==> src/design/assert_macros.svh <==
// Assertion macros shared by the radix digit converter RTL.
// Pulled in by `include; no other dependencies.
`ifndef ASSERT_MACROS_SVH
`define ASSERT_MACROS_SVH
`ifndef SYNTHESIS
`define RDC_ASSERT_IMPL(lbl, clk, rstn, ante, cons) \
  lbl: assert property (@(posedge clk) disable iff (!(rstn)) (ante) |-> (cons)) \
    else $error("implication check failed");
`define RDC_ASSERT_NEXT(lbl, clk, rstn, ante, cons) \
  lbl: assert property (@(posedge clk) disable iff (!(rstn)) (ante) |=> (cons)) \
    else $error("next-cycle check failed");
`else
`define RDC_ASSERT_IMPL(lbl, clk, rstn, ante, cons)
`define RDC_ASSERT_NEXT(lbl, clk, rstn, ante, cons)
`endif
`endif

==> src/design/rdc_pkg.sv <==
// Shared types, constants and helpers for the radix digit converter.
// No dependencies.
`default_nettype none
package rdc_pkg;

  localparam int DEF_VALUE_BITS = 31;
  localparam int DEF_MAX_DIGITS = 32;
  localparam int DIGIT_W        = 6;
  localparam int APB_ADDR_W     = 3;
  localparam int APB_DATA_W     = 32;

  localparam logic [DIGIT_W-1:0] BASE_RESET = 6'd2;
  localparam logic [DIGIT_W-1:0] BASE_MIN   = 6'd2;
  localparam logic               REG_BASE   = 1'b0;

  typedef enum logic [1:0] {
    ST_IDLE,
    ST_DIV,
    ST_POP,
    ST_EMIT
  } state_t;

  typedef struct packed {
    logic push;
    logic rd;
  } stk_ctl_t;

  function automatic logic [DIGIT_W-1:0] eff_radix(input logic [DIGIT_W-1:0] b);
    eff_radix = (b < BASE_MIN) ? BASE_MIN : b;
  endfunction

endpackage
`default_nettype wire

==> src/design/rdc_divider.sv <==
// Bit-serial restoring divider: one quotient bit per cycle.
// Depends on rdc_pkg.
`default_nettype none
module rdc_divider #(
  parameter int VALUE_BITS = rdc_pkg::DEF_VALUE_BITS
) (
  input  wire logic                       clk,
  input  wire logic                       rst_n,
  input  wire logic                       load,
  input  wire logic [VALUE_BITS-1:0]      dividend,
  input  wire logic [rdc_pkg::DIGIT_W-1:0] divisor,
  output logic                            done,
  output logic [VALUE_BITS-1:0]           quotient,
  output logic [rdc_pkg::DIGIT_W-1:0]     remainder
);

  localparam int CNT_W = $clog2(VALUE_BITS + 1);
  localparam int DW    = rdc_pkg::DIGIT_W;

  logic [VALUE_BITS-1:0] work_r, work_nxt;
  logic [DW-1:0]         rem_r, rem_nxt;
  logic [DW-1:0]         dvs_r;
  logic [CNT_W-1:0]      cnt_r, cnt_nxt;
  logic                  done_r, done_nxt;
  logic [DW:0]           trial;
  logic                  qbit;

  always_comb begin
    trial    = {rem_r, work_r[VALUE_BITS-1]};
    qbit     = (trial >= {1'b0, dvs_r});
    rem_nxt  = rem_r;
    work_nxt = work_r;
    cnt_nxt  = cnt_r;
    done_nxt = 1'b0;
    if (load) begin
      work_nxt = dividend;
      rem_nxt  = '0;
      cnt_nxt  = CNT_W'(VALUE_BITS);
    end else if (cnt_r != '0) begin
      rem_nxt  = qbit ? DW'(trial - {1'b0, dvs_r}) : trial[DW-1:0];
      work_nxt = {work_r[VALUE_BITS-2:0], qbit};
      cnt_nxt  = cnt_r - CNT_W'(1);
      done_nxt = (cnt_r == CNT_W'(1));
    end
  end

  always_ff @(posedge clk) begin
    if (!rst_n) begin
      cnt_r  <= '0;
      done_r <= 1'b0;
    end else begin
      cnt_r  <= cnt_nxt;
      done_r <= done_nxt;
    end
    work_r <= work_nxt;
    rem_r  <= rem_nxt;
    if (load) begin
      dvs_r <= divisor;
    end
  end

  assign done      = done_r;
  assign quotient  = work_r;
  assign remainder = rem_r;

endmodule
`default_nettype wire

==> src/design/rdc_digit_stack.sv <==
// Digit stack memory: one write port, one registered read port.
// Depends on rdc_pkg.
`default_nettype none
module rdc_digit_stack #(
  parameter int MAX_DIGITS = rdc_pkg::DEF_MAX_DIGITS
) (
  input  wire logic                          clk,
  input  wire rdc_pkg::stk_ctl_t             ctl,
  input  wire logic [$clog2(MAX_DIGITS)-1:0] addr,
  input  wire logic [rdc_pkg::DIGIT_W-1:0]   wr_data,
  output logic      [rdc_pkg::DIGIT_W-1:0]   rd_data
);

  logic [rdc_pkg::DIGIT_W-1:0] mem [MAX_DIGITS];
  logic [rdc_pkg::DIGIT_W-1:0] rd_data_r;

  always_ff @(posedge clk) begin
    if (ctl.push) begin
      mem[addr] <= wr_data;
    end
    if (ctl.rd) begin
      rd_data_r <= mem[addr];
    end
  end

  assign rd_data = rd_data_r;

endmodule
`default_nettype wire

==> src/design/radix_digit_converter_top.sv <==
// Radix digit converter top: control FSM, APB register, divider and stack.
// Depends on rdc_pkg, rdc_divider, rdc_digit_stack, assert_macros.svh.
//
// Converts in_value to base-N digits and emits them most significant first,
// one digit per out_strobe pulse, out_last on the final digit; a zero input
// gives no output. The receiver cannot stall: each digit is shown for exactly
// one cycle. Each digit costs one full pass of the bit-serial divider, then
// draining the stack takes a read state and an output state per digit.
// busy stays high for the whole conversion.
`default_nettype none
`include "assert_macros.svh"
module radix_digit_converter_top #(
  parameter int VALUE_BITS = rdc_pkg::DEF_VALUE_BITS,
  parameter int MAX_DIGITS = rdc_pkg::DEF_MAX_DIGITS
) (
  input  wire logic                             clk,
  input  wire logic                             rst_n,
  input  wire logic                             start,
  output logic                                  busy,
  input  wire logic [VALUE_BITS-1:0]            in_value,
  output logic                                  out_strobe,
  output logic [rdc_pkg::DIGIT_W-1:0]           out_digit,
  output logic                                  out_last,
  input  wire logic                             psel,
  input  wire logic                             penable,
  input  wire logic                             pwrite,
  input  wire logic [rdc_pkg::APB_ADDR_W-1:0]   paddr,
  input  wire logic [rdc_pkg::APB_DATA_W-1:0]   pwdata,
  output logic [rdc_pkg::APB_DATA_W-1:0]        prdata,
  output logic                                  pready
);

  localparam int DEPTH_W = $clog2(MAX_DIGITS + 1);
  localparam int IDX_W   = $clog2(MAX_DIGITS);
  localparam int DW      = rdc_pkg::DIGIT_W;
  localparam int PAD_W   = rdc_pkg::APB_DATA_W - DW;

  rdc_pkg::state_t   state_r, state_nxt;
  logic [DEPTH_W-1:0] depth_r, depth_nxt, depth_dec;
  logic [DW-1:0]      base_r;
  logic [DW-1:0]      divisor_r, divisor_nxt;
  logic               cfg_wr;

  logic                  div_load;
  logic [VALUE_BITS-1:0] div_dividend;
  logic                  div_done;
  logic [VALUE_BITS-1:0] div_quot;
  logic [DW-1:0]         div_rem;

  rdc_pkg::stk_ctl_t stk_ctl;
  logic [IDX_W-1:0]  stk_addr;
  logic [DW-1:0]     stk_rd_data;

  // APB register
  assign pready = 1'b1;
  assign cfg_wr = psel && penable && pwrite && pready &&
                  (paddr[2] == rdc_pkg::REG_BASE);
  assign prdata = (paddr[2] == rdc_pkg::REG_BASE) ? {{PAD_W{1'b0}}, base_r} : '0;

  always_ff @(posedge clk) begin
    if (!rst_n) begin
      base_r <= rdc_pkg::BASE_RESET;
    end else if (cfg_wr) begin
      base_r <= pwdata[DW-1:0];
    end
  end

  // Control FSM
  always_ff @(posedge clk) begin
    if (!rst_n) begin
      state_r <= rdc_pkg::ST_IDLE;
      depth_r <= '0;
    end else begin
      state_r <= state_nxt;
      depth_r <= depth_nxt;
    end
    divisor_r <= divisor_nxt;
  end

  assign depth_dec = depth_r - DEPTH_W'(1);

  always_comb begin
    state_nxt    = state_r;
    depth_nxt    = depth_r;
    divisor_nxt  = divisor_r;
    div_load     = 1'b0;
    div_dividend = in_value;
    stk_ctl      = '0;
    stk_addr     = depth_r[IDX_W-1:0];
    unique case (state_r)
      rdc_pkg::ST_IDLE: begin
        if (start && (in_value != '0)) begin
          div_load    = 1'b1;
          divisor_nxt = rdc_pkg::eff_radix(base_r);
          depth_nxt   = '0;
          state_nxt   = rdc_pkg::ST_DIV;
        end
      end
      rdc_pkg::ST_DIV: begin
        if (div_done) begin
          stk_ctl.push = 1'b1;
          depth_nxt    = depth_r + DEPTH_W'(1);
          if ((div_quot != '0) && (depth_r != DEPTH_W'(MAX_DIGITS - 1))) begin
            div_load     = 1'b1;
            div_dividend = div_quot;
          end else begin
            state_nxt = rdc_pkg::ST_POP;
          end
        end
      end
      rdc_pkg::ST_POP: begin
        stk_ctl.rd = 1'b1;
        stk_addr   = depth_dec[IDX_W-1:0];
        depth_nxt  = depth_dec;
        state_nxt  = rdc_pkg::ST_EMIT;
      end
      rdc_pkg::ST_EMIT: begin
        state_nxt = (depth_r == '0) ? rdc_pkg::ST_IDLE : rdc_pkg::ST_POP;
      end
      default: begin
        state_nxt = rdc_pkg::ST_IDLE;
      end
    endcase
  end

  assign busy       = (state_r != rdc_pkg::ST_IDLE);
  assign out_strobe = (state_r == rdc_pkg::ST_EMIT);
  assign out_digit  = stk_rd_data;
  assign out_last   = (depth_r == '0);

  rdc_divider #(
    .VALUE_BITS(VALUE_BITS)
  ) u_div (
    .clk      (clk),
    .rst_n    (rst_n),
    .load     (div_load),
    .dividend (div_dividend),
    .divisor  (divisor_nxt),
    .done     (div_done),
    .quotient (div_quot),
    .remainder(div_rem)
  );

  rdc_digit_stack #(
    .MAX_DIGITS(MAX_DIGITS)
  ) u_stk (
    .clk    (clk),
    .ctl    (stk_ctl),
    .addr   (stk_addr),
    .wr_data(div_rem),
    .rd_data(stk_rd_data)
  );

  `RDC_ASSERT_NEXT(a_last_ends_run, clk, rst_n, out_strobe && out_last, !busy)
  `RDC_ASSERT_NEXT(a_zero_no_run, clk, rst_n, start && !busy && (in_value == '0), !busy)
  `RDC_ASSERT_IMPL(a_digit_below_radix, clk, rst_n, out_strobe, out_digit < divisor_r)
  `RDC_ASSERT_IMPL(a_div_done_in_div, clk, rst_n, div_done, state_r == rdc_pkg::ST_DIV)
  `RDC_ASSERT_IMPL(a_depth_bound, clk, rst_n, busy, depth_r <= DEPTH_W'(MAX_DIGITS))

endmodule
`default_nettype wire
==> config.mk <==
export PLATFORM = sky130hd
export DESIGN_NAME = radix_digit_converter_top
export DESIGN_NICKNAME = d
export VERILOG_FILES = /design/src/design/rdc_pkg.sv /design/src/design/rdc_divider.sv /design/src/design/rdc_digit_stack.sv /design/src/design/radix_digit_converter_top.sv
export VERILOG_INCLUDE_DIRS = /design/src /design/src/design
export SDC_FILE = /design/constraint.sdc
export NUM_CORES = 1
export LEC_CHECK = 0
export BUFFER_PORTS_ARGS = -buffer_cell sky130_fd_sc_hd__buf_2
export CAP_MARGIN = 0
export CORE_ASPECT_RATIO = 0.75
export CORE_MARGIN = 2
export CORE_UTILIZATION = 35
export DETAILED_ROUTE_END_ITERATION = 10
export GPL_ROUTABILITY_DRIVEN = 1
export HOLD_SLACK_MARGIN = 0.08
export PLACE_DENSITY = 0.48
export SLEW_MARGIN = 20
export SYNTH_ARGS = -nofsm -noshare
export SYNTH_HDL_FRONTEND = slang
export SYNTH_SLANG_ARGS = --single-unit
==> constraint.sdc <==
create_clock -name clk -period 9.85 [get_ports clk]
set_input_delay 1.4775 -clock clk [delete_from_list [all_inputs] [get_ports clk]]
set_output_delay 1.4775 -clock clk [all_outputs]
set_load 0.01 [all_outputs]
Yosys cells after proc, flatten, opt, wreduce, memory -nomap -nowiden. Memories as Yosys holds them, arrays and structs flattened. A register that Yosys moved wholly into a read port is not among the register bits. Cells that the tools add are included.

Bits in registers: 69. Bits in writable memories: 192. Memories kept: 1. Output and inout port bits: 42. Logic and storage cells: 75.

Memories: u_stk.mem (depth 32, bits a word 6, read ports 1, clocked after Yosys merged registers in 1, wr ports 1, line rdc_digit_stack.sv:14) `logic [rdc_pkg::DIGIT_W-1:0] mem [MAX_DIGITS];`.

Bitwise operators: 3. Eq/ne operators: 9. Reductions and logical operators: 17. Add/sub/neg operators: 4. $lt $le $gt $ge: 2. Mux-type cells: 30.

Operators by type and width (number): 2-to-1 mux 31 bit (5); nonzero test 31 bit (2); 2-to-1 mux 6 bit (7); case mux 6 bit (3 select lines) (1); 2-to-1 mux 5 bit (3); 2-to-1 mux 1 bit (8); 2-to-1 mux 2 bit (4); case mux 2 bit (4 select lines) (1); greater-or-equal comparator 7 x 6 -> 1 bit (1); adder 6 x 1 -> 6 bit (second input constant) (1); logical NOT 6 bit (1); < comparator 6 x 2 -> 1 bit (second input constant) (1); != test 6 x 5 -> 1 bit (second input constant) (1); AND reduction 3 bit (2); subtractor 6 x 1 -> 6 bit (second input constant) (1); subtractor 6 bit (1); == test 5 x 1 -> 1 bit (second input constant) (1); logical AND 1 bit (5); nonzero test 5 bit (1); subtractor 5 x 1 -> 5 bit (second input constant) (1); == test 2 bit (second input constant) (2); != test 2 bit (second input constant) (2); != test 4 bit (second input constant) (1); nonzero test 2 bit (2); 8 further kinds (10).

Longest topological paths before layout.
Depth in word-level cells: 7. Mapped depth: 10. Depth with buffers taken out: 9.

Modules after synthesis. Synthesis repeated with hierarchy kept, for this count alone.

Cells, all modules: 849. Area total of the unflattened synthesis: 12172.9 um^2.

Modules (own cells, without submodules): rdc_digit_stack (instances 1, cells each 447, area each 7806.2 um^2); rdc_divider (instances 1, cells each 177, area each 2349.8 um^2); radix_digit_converter_top (instances 1, cells each 225, area each 2016.9 um^2).

Worst setup path after synthesis. No wires, ideal clock.

Path kind: input -> register. Start point: input in_value[11]. End point: register u_div.work_r[0] (netlist: u_div.quotient[0]) (enable). Setup slack: 5.844 ns. Cell stages on the path: 6. Arrival time: 3.577 ns. Data required time: 9.421 ns. Cells stage by stage: nor4_1 -> nand4_1 -> o21ai_1 -> or2_1 -> buf_6 -> a21oi_1.

Cells in the longest elaborated chain, start to end: 6.

Ends and longest elaborated chain: from (decl) (line radix_digit_converter_top.sv:20) `input wire logic [VALUE_BITS-1:0] in_value,`; nonzero test 31 bit (*) (line radix_digit_converter_top.sv:92) `if (start && (in_value != '0)) begin`; logical AND 1 bit (*) (line radix_digit_converter_top.sv:92); 2-to-1 mux 1 bit (*) (line radix_digit_converter_top.sv:92); case mux 1 bit (2 select lines) (*) (line radix_digit_converter_top.sv:90) `unique case (state_r)`; != test 4 bit (no source line) or nonzero test 2 bit (tied branches); AND reduction 2 bit (no source line) (*); to (signal assigned) (line rdc_divider.sv:55) `work_r <= work_nxt;`; to (decl) (line rdc_divider.sv:20) `logic [VALUE_BITS-1:0] work_r, work_nxt;`.

Every way passes the cells marked *; elsewhere a longest branch is shown, timed or not. A chain may end at the register's enable or synchronous reset.

Worst setup path after layout.
Start point: register state_r[0]. End point: memory u_stk.mem[28][3] in the netlist's numbering (enable).

Cells in the longest elaborated chain, start to end: 4.

Ends and longest elaborated chain: from (decl) (line radix_digit_converter_top.sv:38) `rdc_pkg::state_t state_r, state_nxt;`; from (signal assigned) (line radix_digit_converter_top.sv:71) `state_r <= rdc_pkg::ST_IDLE;`; from (signal assigned) (line radix_digit_converter_top.sv:74) `state_r <= state_nxt;`; == test 2 x 1 -> 1 bit (line radix_digit_converter_top.sv:90); 2-to-1 mux 1 bit (line radix_digit_converter_top.sv:90); 2-to-1 mux 1 bit (line rdc_digit_stack.sv:18) `if (ctl.push) begin`; 2-to-1 mux 1 bit (implied by the code) (line rdc_digit_stack.sv:19) `mem[addr] <= wr_data;`; to (decl) (line rdc_digit_stack.sv:14).

Several ways; a longest one is shown, not always the timed one.

==> impl_metrics.json <==
{
  "hold_viol_final": 0,
  "synth.distinct_cells": 64,
  "via_per_inst": 5.08,
  "cp-end-kind": "flip-flop",
  "avgSynthCellArea_sq_um": 16.1,
  "grt_pass1_vias": 6689,
  "final_area_sq_um": 13200,
  "cp_max_fo": 45,
  "clockBufferDepth": 3,
  "tightest_slew_ns": 0.961,
  "first_iter_violations": 433,
  "core_area_sq_um": 33300,
  "finalSetupViolCount": 0,
  "dpl_cell_area_sq_um": 12400,
  "synth_edf_count": 235,
  "netlist_instances": 729,
  "skew_ns": 0.0113,
  "fin_cells": 1262,
  "drc": 0,
  "post_cts_resized": 0,
  "cts_buffers": 28,
  "cts_setup_buffers": 0,
  "ant_nets": 0,
  "clkSinkCount": 267,
  "ir_drop_mv": 0.139,
  "grt_overflow": 0,
  "fin_crit_sh": 0.431,
  "slew_violations": 0,
  "grt_max_degree": 53,
  "crit_type": "reg2reg",
  "initial_core_util": 0.353,
  "htreeDepth": 1,
  "antenna_found_initial": 0,
  "dp_cells": 1215,
  "post-route-min-period_ns": 4.25,
  "num-nets-final": 884,
  "row_count": 58,
  "fmax_ghz": 0.235,
  "hold_class": "reg2reg",
  "async_reset_ff_frac": 0,
  "diodes": 0,
  "clk_pin_slew_ns": 0.06,
  "max-cap-violations": 0,
  "gp_congestion": 0.777,
  "p_leak_nw": 4.53,
  "vias": 6405,
  "die_h_um": 163,
  "ys_warn_count": 0,
  "die_w_um": 216,
  "clock_latency_ns": 0.53,
  "ios": 114,
  "cts_hold_buf": 0,
  "final_common_cell": "edfxtp_1",
  "status": "complete, no violations",
  "worstPathRequired_ns": 10.01,
  "grt_setup_unrepaired": "no",
  "grtUsageTotal": 0.145,
  "wl_per_cell_um": 19.9,
  "cts_tree": "built",
  "layout_common_cells": "235 x edfxtp_1, 61 x nor2_1, 59 x buf_2, 48 x mux4_2, 32 x dfxtp_1",
  "port_buffers": 58,
  "fillers": 3042,
  "relSlewSlack": 0.360,
  "arrival_ns": 4.41,
  "syn2layout_area_growth_pct": 12.6,
  "cts-root-buf": "clkbuf_16",
  "drive_gt1_frac": 0.246,
  "syn_area_sq_um": 11700,
  "p_per_area_nw_per_um2": 281,
  "fin_tns_setup_ns": 0,
  "drt_first_pass_iters": 5,
  "synth_seq_cells": 267,
  "grt_pass1_wl_um": 38900,
  "critPathLaunchType": "flip-flop",
  "hpwlAfterDp_um": 16300,
  "synth_flop_cell": "edfxtp_1",
  "seq_area_frac_synth": 0.655,
  "drt_wl_total_um": 25100,
  "die-area_sq_um": 35100
}
critical path: stages (launching register included):
cell and delay [ns]:
dfxtp_1 0.35, inv_1 0.10, ha_1 0.79, ha_2 0.29
buf_4 0.73, inv_1 0.32, or3_1 0.66, nor2_1 0.62
layer usage:
metal,part of all wire,wire length [um],global-route usage,vias up
li1,-,-,-,2931
met1,0.47,11800,0.209,3282
met2,0.46,11600,0.233,159
met3,0.051,1290,0.0230,33
met4,0.019,466,0.0326,0
met5,0,0,0,-
sequential cells by signal, indices dropped and copies added, names as in the netlist:
signal / count
u_div.remainder: 6
u_div.dvs_r: 6
divisor_r: 6
u_stk.rd_data: 6
u_div.done: 1
depth_r: 6
u_div.cnt_r: 5
base_r: 6
state_r: 2
u_div.quotient: 31
u_stk.mem: 192
final timing paths:
kind | start | to | slack [ns] | cells after the start
worst max-delay path | state_r[0] | u_stk.mem[28][3] | 5.60 | 7
worst min register to register | divisor_r[0] | divisor_r[0] | 0.47 | 2
worst min-delay path | divisor_r[0] | divisor_r[0] | 0.47 | 2
worst max register to register | state_r[0] | u_stk.mem[28][3] | 5.60 | 7
cells by family after synthesis:
| family | count (synthesis) | share of synthesized area |
|---|---|---|
| xor gates and xnor gates | 8 | 0.00661 |
| other | 2 | 0.000639 |
| AOI/OAI and AO/OA | 85 | 0.0544 |
| DFF | 267 | 0.655 |
| muxes | 101 | 0.149 |
| adders and majority gates | 17 | 0.0188 |
| buffers and inverters | 82 | 0.0437 |
| and+or+nand+nor | 167 | 0.0712 |
area by class of cell:
class,count,area (sq um),area share
repair buffers,70,378,0.0286
clock inverters,13,111,0.00842
clock buffers,34,744,0.0563
multi-input cells,405,3640,0.275
flip-flops and latches,267,7700,0.582
inverters,23,86.3,0.00653
well taps,450,563,0.0426
per-stage QoR:
stage	hold slack, ns	power [mW]	setup slack [ns]	util
6_report	0.468	3.72	5.60	0.397
5_1_grt	0.497	3.92	5.24	0.397
4_1_cts	0.478	3.76	5.48	0.397
3_5_place_dp	0.463	2.76	5.47	0.371
3_3_place_gp	0.453	2.72	5.49	0.371
2_1_floorplan	0.427	2.44	5.84	-
report_power, final:
group	switching (mW)	internal [mW]	leakage [nW]	total, mW
Clock	0.416	0.583	0.418	1.00
Combinational	0.657	0.489	1.67	1.15
Sequential	0.0787	1.50	2.44	1.57
Total	1.15	2.57	4.53	3.72
synth_stat cells, types with 2 or more instances:
cell      count  share of area
edfxtp_1    235           0.60
nor2_1       61          0.019
mux4_2       48          0.092
buf_4        32          0.020
dfxtp_1      32          0.055
nand2_1      28         0.0089
mux2_4       26          0.033
inv_1        23         0.0074
mux2i_1      18          0.015
ha_1         16          0.017
a21oi_1      15         0.0064
nor4_1       15         0.0080
nor3_1       12         0.0051
nand2b_1     11         0.0059
buf_6        10         0.0096
mux2_2        9         0.0086
o21a_1        9         0.0058
o21ai_0       9         0.0038
buf_2         8         0.0034
clkbuf_1      8         0.0026
nand4_1       8         0.0043
a22oi_1       7         0.0045
nand3_1       7         0.0030
nor2b_1       7         0.0037
o221ai_1      5         0.0037
xnor2_1       5         0.0037
a22o_1        4         0.0030
o211ai_1      4         0.0026
or3_1         4         0.0021
a221oi_1      3         0.0022
nand3b_1      3         0.0019
o31a_1        3         0.0022
o32ai_1       3         0.0022
a211o_1       2         0.0015
a21o_1        2         0.0013
a221oi_2      2         0.0026
conb_1        2        0.00064
nand4b_1      2         0.0015
nor2_2        2         0.0011
nor3b_1       2         0.0013
o21ai_1       2        0.00085
o311ai_0      2         0.0015
xor2_1        2         0.0015
No activity file was read; power rests on OpenSTA's default activity.
